## src/rtl/adc_pkg.sv

```systemverilog
`timescale 1ns / 1ps

package adc_pkg;

  localparam int LEVEL_FRAC_BITS_DEF = 16;
  localparam int SAMPLE_BITS_DEF     = 16;
  localparam int COEF_BITS           = 16;

  localparam int TARGET_W     = 15;
  localparam int COEF_W       = 16;
  localparam int MIN_ENERGY_W = 18;
  localparam int CFG_DATA_W   = 18;
  localparam int CFG_INDEX_W  = 3;

  localparam logic [CFG_INDEX_W-1:0] REG_TARGET_LEVEL = 3'd0;
  localparam logic [CFG_INDEX_W-1:0] REG_PEAK_DECAY   = 3'd1;
  localparam logic [CFG_INDEX_W-1:0] REG_ATTACK       = 3'd2;
  localparam logic [CFG_INDEX_W-1:0] REG_RELEASE      = 3'd3;
  localparam logic [CFG_INDEX_W-1:0] REG_MIN_ENERGY   = 3'd4;

  localparam logic [TARGET_W-1:0]     TARGET_RESET     = 15'd22937;
  localparam logic [COEF_W-1:0]       PEAK_DECAY_RESET = 16'd33;
  localparam logic [COEF_W-1:0]       ATTACK_RESET     = 16'd3277;
  localparam logic [COEF_W-1:0]       RELEASE_RESET    = 16'd33;
  localparam logic [MIN_ENERGY_W-1:0] MIN_ENERGY_RESET = 18'd13107;

  typedef struct packed {
    logic [TARGET_W-1:0]     target_level;
    logic [COEF_W-1:0]       peak_decay_coef;
    logic [COEF_W-1:0]       attack_coef;
    logic [COEF_W-1:0]       release_coef;
    logic [MIN_ENERGY_W-1:0] min_energy;
  } adc_cfg_t;

endpackage

```

## src/rtl/adc_front.sv

```systemverilog
`timescale 1ns / 1ps

module adc_front #(
  parameter int SAMPLE_BITS = adc_pkg::SAMPLE_BITS_DEF
) (
  input  logic                          in_valid,
  output logic                          in_stall,
  input  logic signed [SAMPLE_BITS-1:0] sample_in,
  input  logic                          q_full,
  output logic                          q_push,
  output logic                          q_neg,
  output logic        [SAMPLE_BITS-1:0] q_mag
);

  logic [SAMPLE_BITS-1:0] raw;

  // The most negative sample has a magnitude that still fits as unsigned.
  assign raw      = sample_in;
  assign in_stall = q_full;
  assign q_push   = in_valid && !q_full;
  assign q_neg    = raw[SAMPLE_BITS-1];
  assign q_mag    = q_neg ? (~raw + 1'b1) : raw;

endmodule

```

## src/rtl/adc_fifo.sv

```systemverilog
`timescale 1ns / 1ps

module adc_fifo #(
  parameter int WIDTH = adc_pkg::SAMPLE_BITS_DEF + 1
) (
  input  logic             clk,
  input  logic             rst,
  input  logic             push,
  input  logic [WIDTH-1:0] push_data,
  input  logic             pop,
  output logic             full,
  output logic             not_empty,
  output logic [WIDTH-1:0] pop_data
);

  logic [WIDTH-1:0] mem [2];
  logic             wr_ptr;
  logic             rd_ptr;
  logic [1:0]       count;

  assign full      = (count == 2'd2);
  assign not_empty = (count != 2'd0);
  assign pop_data  = mem[rd_ptr];

  always_ff @(posedge clk) begin
    if (rst) begin
      wr_ptr <= 1'b0;
      rd_ptr <= 1'b0;
      count  <= 2'd0;
    end else begin
      if (push) begin
        mem[wr_ptr] <= push_data;
        wr_ptr      <= !wr_ptr;
      end
      if (pop) begin
        rd_ptr <= !rd_ptr;
      end
      if (push && !pop) begin
        count <= count + 2'd1;
      end else if (pop && !push) begin
        count <= count - 2'd1;
      end
    end
  end

endmodule

```

## src/rtl/adc_div.sv

```systemverilog
`timescale 1ns / 1ps

module adc_div #(
  parameter int DW = adc_pkg::SAMPLE_BITS_DEF + adc_pkg::LEVEL_FRAC_BITS_DEF,
  parameter int VW = adc_pkg::LEVEL_FRAC_BITS_DEF + 3
) (
  input  logic          clk,
  input  logic          rst,
  input  logic          start,
  input  logic [DW-1:0] dividend,
  input  logic [VW-1:0] divisor,
  output logic          done,
  output logic [DW-1:0] quotient
);

  localparam int CW = $clog2(DW + 1);

  logic          busy;
  logic [CW-1:0] cnt;
  logic [VW-1:0] dvs;
  logic [VW-1:0] rem;
  logic [DW-1:0] rq;
  logic [VW:0]   trial;
  logic [VW:0]   diff;
  logic          ge;

  // Restoring division, one quotient bit per cycle shifted in behind the dividend.
  assign trial    = {rem, rq[DW-1]};
  assign diff     = trial - {1'b0, dvs};
  assign ge       = (trial >= {1'b0, dvs});
  assign quotient = rq;

  always_ff @(posedge clk) begin
    if (rst) begin
      busy <= 1'b0;
      done <= 1'b0;
      cnt  <= '0;
    end else begin
      done <= 1'b0;
      if (start) begin
        busy <= 1'b1;
        cnt  <= CW'(DW);
        dvs  <= divisor;
        rem  <= '0;
        rq   <= dividend;
      end else if (busy) begin
        rem <= ge ? diff[VW-1:0] : trial[VW-1:0];
        rq  <= {rq[DW-2:0], ge};
        cnt <= cnt - 1'b1;
        if (cnt == CW'(1)) begin
          busy <= 1'b0;
          done <= 1'b1;
        end
      end
    end
  end

endmodule

```

## src/rtl/adc_back.sv

```systemverilog
`timescale 1ns / 1ps

module adc_back #(
  parameter int LEVEL_FRAC_BITS = adc_pkg::LEVEL_FRAC_BITS_DEF,
  parameter int SAMPLE_BITS     = adc_pkg::SAMPLE_BITS_DEF
) (
  input  logic                          clk,
  input  logic                          rst,
  input  adc_pkg::adc_cfg_t             cfg,
  input  logic                          q_valid,
  input  logic                          q_neg,
  input  logic        [SAMPLE_BITS-1:0] q_mag,
  output logic                          q_pop,
  output logic                          out_valid,
  input  logic                          out_stall,
  output logic signed [SAMPLE_BITS-1:0] sample_out
);

  import adc_pkg::*;

  localparam int F  = LEVEL_FRAC_BITS;
  localparam int S  = SAMPLE_BITS;
  localparam int L  = F + 3;
  localparam int DW = S + F;
  localparam int PW = L + COEF_BITS;
  localparam int EW = (L > MIN_ENERGY_W) ? L : MIN_ENERGY_W;

  localparam logic [L-1:0]  ENV_ONE  = L'(1) << F;
  localparam logic [EW-1:0] ENV_CAP  = EW'({L{1'b1}});
  localparam logic [DW-1:0] NEG_MAG  = DW'(1) << (S - 1);
  localparam logic [DW-1:0] POS_MAX  = NEG_MAG - 1'b1;

  typedef enum logic [3:0] {
    S_IDLE, S_LVL, S_DECAY, S_PSUB, S_EMUL, S_EUPD, S_OSTART, S_OUT, S_DELIV
  } state_t;

  state_t        state;
  logic          neg;
  logic [S-1:0]  mag;
  logic [L-1:0]  peak;
  logic [L-1:0]  env;
  logic [PW-1:0] prod;
  logic          rise;
  logic [S-1:0]  res;

  logic          div_start;
  logic          div_done;
  logic [DW-1:0] div_dividend;
  logic [L-1:0]  div_divisor;
  logic [DW-1:0] div_quot;

  logic [L-1:0]  tgt;
  logic [L-1:0]  level;
  logic [L-1:0]  peak_max;
  logic          at_or_above;
  logic [L-1:0]  env_diff;
  logic [L-1:0]  mul_a;
  logic [COEF_W-1:0] mul_b;
  logic [L-1:0]  step;
  logic [L-1:0]  env_move;
  logic [EW-1:0] floor_e;
  logic [EW-1:0] env_floored;
  logic [L-1:0]  env_next;
  logic [DW-1:0] q_sat;
  logic [DW-1:0] q_neg_val;
  logic [S-1:0]  res_next;
  logic          deliver;

  assign tgt = (cfg.target_level == '0) ? L'(1) : L'(cfg.target_level);

  assign div_start    = (state == S_IDLE && q_valid) || (state == S_OSTART);
  assign q_pop        = (state == S_IDLE) && q_valid;
  assign div_dividend = {((state == S_IDLE) ? q_mag : mag), {F{1'b0}}};
  assign div_divisor  = (state == S_IDLE) ? tgt : env;

  adc_div #(
    .DW (DW),
    .VW (L)
  ) u_div (
    .clk      (clk),
    .rst      (rst),
    .start    (div_start),
    .dividend (div_dividend),
    .divisor  (div_divisor),
    .done     (div_done),
    .quotient (div_quot)
  );

  assign level    = (div_quot[DW-1:L] != '0) ? {L{1'b1}} : div_quot[L-1:0];
  assign peak_max = (level > peak) ? level : peak;

  assign at_or_above = (peak >= env);
  assign env_diff    = at_or_above ? (peak - env) : (env - peak);
  assign mul_a       = (state == S_DECAY) ? peak : env_diff;
  assign mul_b       = (state == S_DECAY) ? cfg.peak_decay_coef :
                       (at_or_above ? cfg.attack_coef : cfg.release_coef);
  assign step        = prod[PW-1:COEF_BITS];

  // The move is never larger than the gap, so the envelope stays within the level range.
  assign env_move    = rise ? (env + step) : (env - step);
  assign floor_e     = (cfg.min_energy == '0) ? EW'(1) : EW'(cfg.min_energy);
  assign env_floored = (EW'(env_move) < floor_e) ? floor_e : EW'(env_move);
  assign env_next    = (env_floored > ENV_CAP) ? {L{1'b1}} : env_floored[L-1:0];

  assign q_sat     = neg ? ((div_quot > NEG_MAG) ? NEG_MAG : div_quot)
                         : ((div_quot > POS_MAX) ? POS_MAX : div_quot);
  assign q_neg_val = DW'(0) - q_sat;
  assign res_next  = neg ? q_neg_val[S-1:0] : q_sat[S-1:0];

  assign deliver = (state == S_DELIV) && (!out_valid || !out_stall);

  always_ff @(posedge clk) begin
    if (rst) begin
      state     <= S_IDLE;
      peak      <= '0;
      env       <= ENV_ONE;
      out_valid <= 1'b0;
    end else begin
      if (deliver) begin
        sample_out <= $signed(res);
        out_valid  <= 1'b1;
      end else if (out_valid && !out_stall) begin
        out_valid <= 1'b0;
      end
      case (state)
        S_IDLE: begin
          if (q_valid) begin
            neg   <= q_neg;
            mag   <= q_mag;
            state <= S_LVL;
          end
        end
        S_LVL: begin
          if (div_done) begin
            peak  <= peak_max;
            state <= S_DECAY;
          end
        end
        S_DECAY: begin
          prod  <= PW'(mul_a * mul_b);
          state <= S_PSUB;
        end
        S_PSUB: begin
          peak  <= peak - step;
          state <= S_EMUL;
        end
        S_EMUL: begin
          prod  <= PW'(mul_a * mul_b);
          rise  <= at_or_above;
          state <= S_EUPD;
        end
        S_EUPD: begin
          env   <= env_next;
          state <= S_OSTART;
        end
        S_OSTART: begin
          state <= S_OUT;
        end
        S_OUT: begin
          if (div_done) begin
            res   <= res_next;
            state <= S_DELIV;
          end
        end
        S_DELIV: begin
          if (deliver) begin
            state <= S_IDLE;
          end
        end
        default: begin
          state <= S_IDLE;
        end
      endcase
    end
  end

  a_env_nonzero: assert property (@(posedge clk) disable iff (rst) env != '0)
    else $error("gain envelope reached zero");

  a_pop_has_word: assert property (@(posedge clk) disable iff (rst) q_pop |-> q_valid)
    else $error("queue popped while empty");

  a_decay_no_growth: assert property (@(posedge clk) disable iff (rst)
    (state == S_PSUB) |=> (peak <= $past(peak)))
    else $error("peak grew during decay");

  a_out_from_deliver: assert property (@(posedge clk) disable iff (rst)
    $rose(out_valid) |-> $past(state == S_DELIV))
    else $error("output word loaded outside delivery");

endmodule

```

## src/rtl/audio_dynamics_compressor.sv

```systemverilog
`timescale 1ns / 1ps

// Peak-envelope audio compressor: each accepted input word is one signed PCM sample and
// yields exactly one output word, the sample divided by a gain envelope that follows a
// decaying peak detector, truncated toward zero and saturated. Configuration is written
// through a plain register port; the user must write it only while the block is idle,
// which the block itself does not enforce. A two-word queue decouples the input from a
// sequencer that runs one sample at a time, using the shared one-bit-per-cycle divider
// once for the level and once for the output.
module audio_dynamics_compressor #(
  parameter int LEVEL_FRAC_BITS = adc_pkg::LEVEL_FRAC_BITS_DEF,
  parameter int SAMPLE_BITS     = adc_pkg::SAMPLE_BITS_DEF
) (
  input  logic                              clk,
  input  logic                              rst,
  input  logic                              cfg_write,
  input  logic [adc_pkg::CFG_INDEX_W-1:0]   cfg_index,
  input  logic [adc_pkg::CFG_DATA_W-1:0]    cfg_data,
  input  logic                              in_valid,
  output logic                              in_stall,
  input  logic signed [SAMPLE_BITS-1:0]     sample_in,
  output logic                              out_valid,
  input  logic                              out_stall,
  output logic signed [SAMPLE_BITS-1:0]     sample_out
);

  import adc_pkg::*;

  adc_cfg_t               cfg;
  logic                   q_full;
  logic                   q_push;
  logic                   q_pop;
  logic                   q_valid;
  logic                   push_neg;
  logic [SAMPLE_BITS-1:0] push_mag;
  logic [SAMPLE_BITS:0]   pop_data;

  always_ff @(posedge clk) begin
    if (rst) begin
      cfg.target_level    <= TARGET_RESET;
      cfg.peak_decay_coef <= PEAK_DECAY_RESET;
      cfg.attack_coef     <= ATTACK_RESET;
      cfg.release_coef    <= RELEASE_RESET;
      cfg.min_energy      <= MIN_ENERGY_RESET;
    end else if (cfg_write) begin
      case (cfg_index)
        REG_TARGET_LEVEL: cfg.target_level    <= cfg_data[TARGET_W-1:0];
        REG_PEAK_DECAY:   cfg.peak_decay_coef <= cfg_data[COEF_W-1:0];
        REG_ATTACK:       cfg.attack_coef     <= cfg_data[COEF_W-1:0];
        REG_RELEASE:      cfg.release_coef    <= cfg_data[COEF_W-1:0];
        REG_MIN_ENERGY:   cfg.min_energy      <= cfg_data[MIN_ENERGY_W-1:0];
        default: begin
        end
      endcase
    end
  end

  adc_front #(
    .SAMPLE_BITS (SAMPLE_BITS)
  ) u_front (
    .in_valid  (in_valid),
    .in_stall  (in_stall),
    .sample_in (sample_in),
    .q_full    (q_full),
    .q_push    (q_push),
    .q_neg     (push_neg),
    .q_mag     (push_mag)
  );

  adc_fifo #(
    .WIDTH (SAMPLE_BITS + 1)
  ) u_fifo (
    .clk       (clk),
    .rst       (rst),
    .push      (q_push),
    .push_data ({push_neg, push_mag}),
    .pop       (q_pop),
    .full      (q_full),
    .not_empty (q_valid),
    .pop_data  (pop_data)
  );

  adc_back #(
    .LEVEL_FRAC_BITS (LEVEL_FRAC_BITS),
    .SAMPLE_BITS     (SAMPLE_BITS)
  ) u_back (
    .clk        (clk),
    .rst        (rst),
    .cfg        (cfg),
    .q_valid    (q_valid),
    .q_neg      (pop_data[SAMPLE_BITS]),
    .q_mag      (pop_data[SAMPLE_BITS-1:0]),
    .q_pop      (q_pop),
    .out_valid  (out_valid),
    .out_stall  (out_stall),
    .sample_out (sample_out)
  );

endmodule
```

## config.mk

```make
export PLATFORM = sky130hd
export DESIGN_NAME = audio_dynamics_compressor
export DESIGN_NICKNAME = d
export VERILOG_FILES = /design/src/rtl/adc_pkg.sv /design/src/rtl/adc_front.sv /design/src/rtl/adc_fifo.sv /design/src/rtl/adc_div.sv /design/src/rtl/adc_back.sv /design/src/rtl/audio_dynamics_compressor.sv
export SDC_FILE = /design/constraint.sdc
export NUM_CORES = 2
export LEC_CHECK = 0
export ABC_AREA = 1
export BUFFER_PORTS_ARGS = -buffer_cell sky130_fd_sc_hd__clkbuf_2
export CORE_UTILIZATION = 50
export CTS_CLUSTER_DIAMETER = 30
export DETAILED_ROUTE_END_ITERATION = 8
export GPL_ROUTABILITY_DRIVEN = 0
export PLACE_DENSITY = 0.7
export SKIP_LAST_GASP = 1
export SYNTH_ARGS = -nofsm -noshare
export SYNTH_HDL_FRONTEND = slang
export SYNTH_SLANG_ARGS = --single-unit
```

## constraint.sdc

```tcl
create_clock -name clk -period 8.3 [get_ports clk]
set_input_delay 0.83 -clock clk [delete_from_list [all_inputs] [get_ports clk]]
set_output_delay 0.83 -clock clk [all_outputs]
set_load 0.01 [all_outputs]
```

==> results.yml <==
setup_path:
  crit_cells: 32
  slowest_stage: "fa_1"
  crit_buf_inv: 5
  arrival_ps: 8360
  worstSetupPathType: "register to register"
  cpMostUsedCell: "nand2_1"
  end_kind: "register"
  cp-start-kind: "register"
  critPathMaxStageDelay_ps: 540
  crit_family: "adder cells"
  required_ps: 8640
  path_max_fanout: 13
  reg2reg_depth: 32
floorplan:
  initial_core_util_pct: 51.0
  num_rows: 87
  io_pins: 60
  die_area_um2: 59000
  core_area_um2: 56800
  die_w_um: 243
  dieHeight_um: 243
synthesis:
  yosysTopAreaCellShare_pct: 17.9
  netlist_area_um2: 29000
  ys_types: 71
  avgSynthCellArea_um2: 8.05
  ys_async_sr_fraction_pct: 0
  ys_seq_area_share_pct: 27.4
  synth_largest_area_cell: "edfxtp_1"
  yosysMostFrequentCell: "nand2_1"
  synth_common_cells: "nand2_1, inv_1, nor2_1, fa_1, a21oi_1"
  synth_cells: 3603
  yosys-top-cells-area: "edfxtp_1, fa_1, ha_1, dfxtp_1, nand2_1"
  ys_warn_count: 0
  synth_fp_nets: 4123
  synth_edf_count: 173
  synth_flop_cell: "edfxtp_1"
  ys_ff_latch: 310
hold_path:
  hold_depth: 0
  hold_class: "register to register"
place:
  dp_hpwl_mm: 65.2
  portBuffers: 59
final_layout:
  final_core_utilization_pct: 56.7
  fillers: 5199
  area_growth_pct: 11.1
  drive_gt1_share_pct: 11.1
  nNetsFinal: 4200
route:
  drtIter0Drc: 2348
  antenna_left: 0
  finalWirelength_mm: 81.8
  route.vias.total: 24838
  vias_per_cell: 5.54
  firstDrtPassIters: 6
  drc: 0
  wl_per_cell_um: 18.2
grt:
  grt_use_total_pct: 27.6
  first_global_vias: 23482
  gr-total-overflow: 0
  grt_pass1_wl_mm: 128
  grt_max_degree: 105
  antenna_found_initial: 5
clock_network:
  path_clk_slew_ps: 60
  cts_buffers: 52
  cts_sinks: 310
  clockBufferDepth: 3
  cts_tree: "done"
  cts_htree_levels: 2
  clk_latency_ps: 590
  root_buffer: "clkbuf_16"
run:
  max_cap_violations: 0
timing:
  fmax_mhz: 125
  whs_ps: 417
  min_period_ps: 8020
  relSlewSlack_pct: 22.9
  fin_skew_ps: 25.5
  maxSlewViolCount: 0
  hold_viol: 0
  rsz0062_at_grt: "true"
  period_share_pct: 96.6
  finalSetupViolCount: 0
  tightest_slew_ps: 1160
outcome:
  status: "finished clean"
[through the flow]
| step | area, µm² | cells | worst slack (ps) | TNS [ps] |
|---|---|---|---|---|
| global route | 32200 | 4480 | -36.8 | -36.8 |
| global placement | 30200 | 4375 | 193 | 0 |
| floorplan | 29000 | 3603 | 1060 | 0 |
| finish | 32200 | 4484 | 279 | 0 |
| detailed placement | 30200 | 4375 | 111 | 0 |
| CTS | 32000 | 4473 | 71.7 | 0 |
[final cells by class]
type	instances	area, µm²	area share, %
antenna	4	10.0	0.0311
inverter	630	2380	7.39
sequential	310	7940	24.6
multi-input combinational	2557	18300	56.9
tap	756	946	2.94
timing repair inverter	1	7.51	0.0233
clock buffer	61	1380	4.27
clock inverter	37	375	1.17
timing repair buffer	128	851	2.64
[flip-flops by register name, summed over array words and instances, names as in the netlist, 6 cells and up, named ones only]
register / count
u_fifo.mem: 34
u_back.mag: 16
u_back.env: 19
cfg: 81
u_back.res: 16
u_back.u_div.dvs: 19
u_back.peak: 19
u_back.sample_out: 16
u_back.u_div.quotient: 32
u_back.u_div.cnt: 6
u_back.prod: 19
u_back.u_div.rem: 19
[per-layer routing]
layer,part of all wire (%),global-route usage (%),wire [µm]
met1,42,37.6,34600
met2,44,42.5,36200
met3,9.7,6.94,7960
met4,3.7,9.91,3000
met5,0.016,0,13
[final timing paths]
| kind | startpoint | end | slack (ps) |
|---|---|---|---|
| hold / removal | u_back.res[6] | u_back.sample_out[6] | 420 |
| setup / recovery | u_back.peak[12] | u_back.prod[29] | 280 |
| setup reg to reg | u_back.peak[12] | u_back.prod[29] | 280 |
| hold reg to reg | u_back.res[6] | u_back.sample_out[6] | 420 |
[timing repair]
action / 4_1_cts / 5_1_grt
setup buffers: 0 / 6
endpoints found under the setup margin: 0 / 17
resized for setup: 0 / 51
hold buffers: 0 / 0
[cells by family after synthesis]
| kind of cell | share of synthesized area (%) |
|---|---|
| AND/OR/NAND/NOR | 19.3 |
| buffers and inverters | 10.0 |
| AO/OA/AOI/OAI | 12.2 |
| adder cells (fa/ha/maj) | 26.8 |
| flip-flops | 27.4 |
| XOR/XNOR | 3.38 |
| multiplexers | 0.833 |
[layout by cell type (no fill, tap or decap), types with 17 or more instances in the layout]
cell       synthesis  routed
nand2_1          665     663
o21ai_1           13      18
buf_4              9      66
xnor2_1           31      30
inv_2             21      21
clkbuf_16          0      53
a21oi_1          239     232
inv_1            604     601
o211ai_1          26      26
nand3_1          106     106
nor3_1            36      33
mux2_2            17      17
nor2_1           396     392
nand4_1           21      21
dfxtp_1          137     135
clkbuf_2           0      59
nand2_2           34      36
fa_1             240     240
ha_1             238     224
xor2_1            79      79
o21ai_0          212     205
edfxtp_1         173     173
a31oi_1           35      32
o21ai_2           25      24
Power is not shown: default switching activity piles up to over one toggle a cycle in this logic, so the estimate is an artifact.
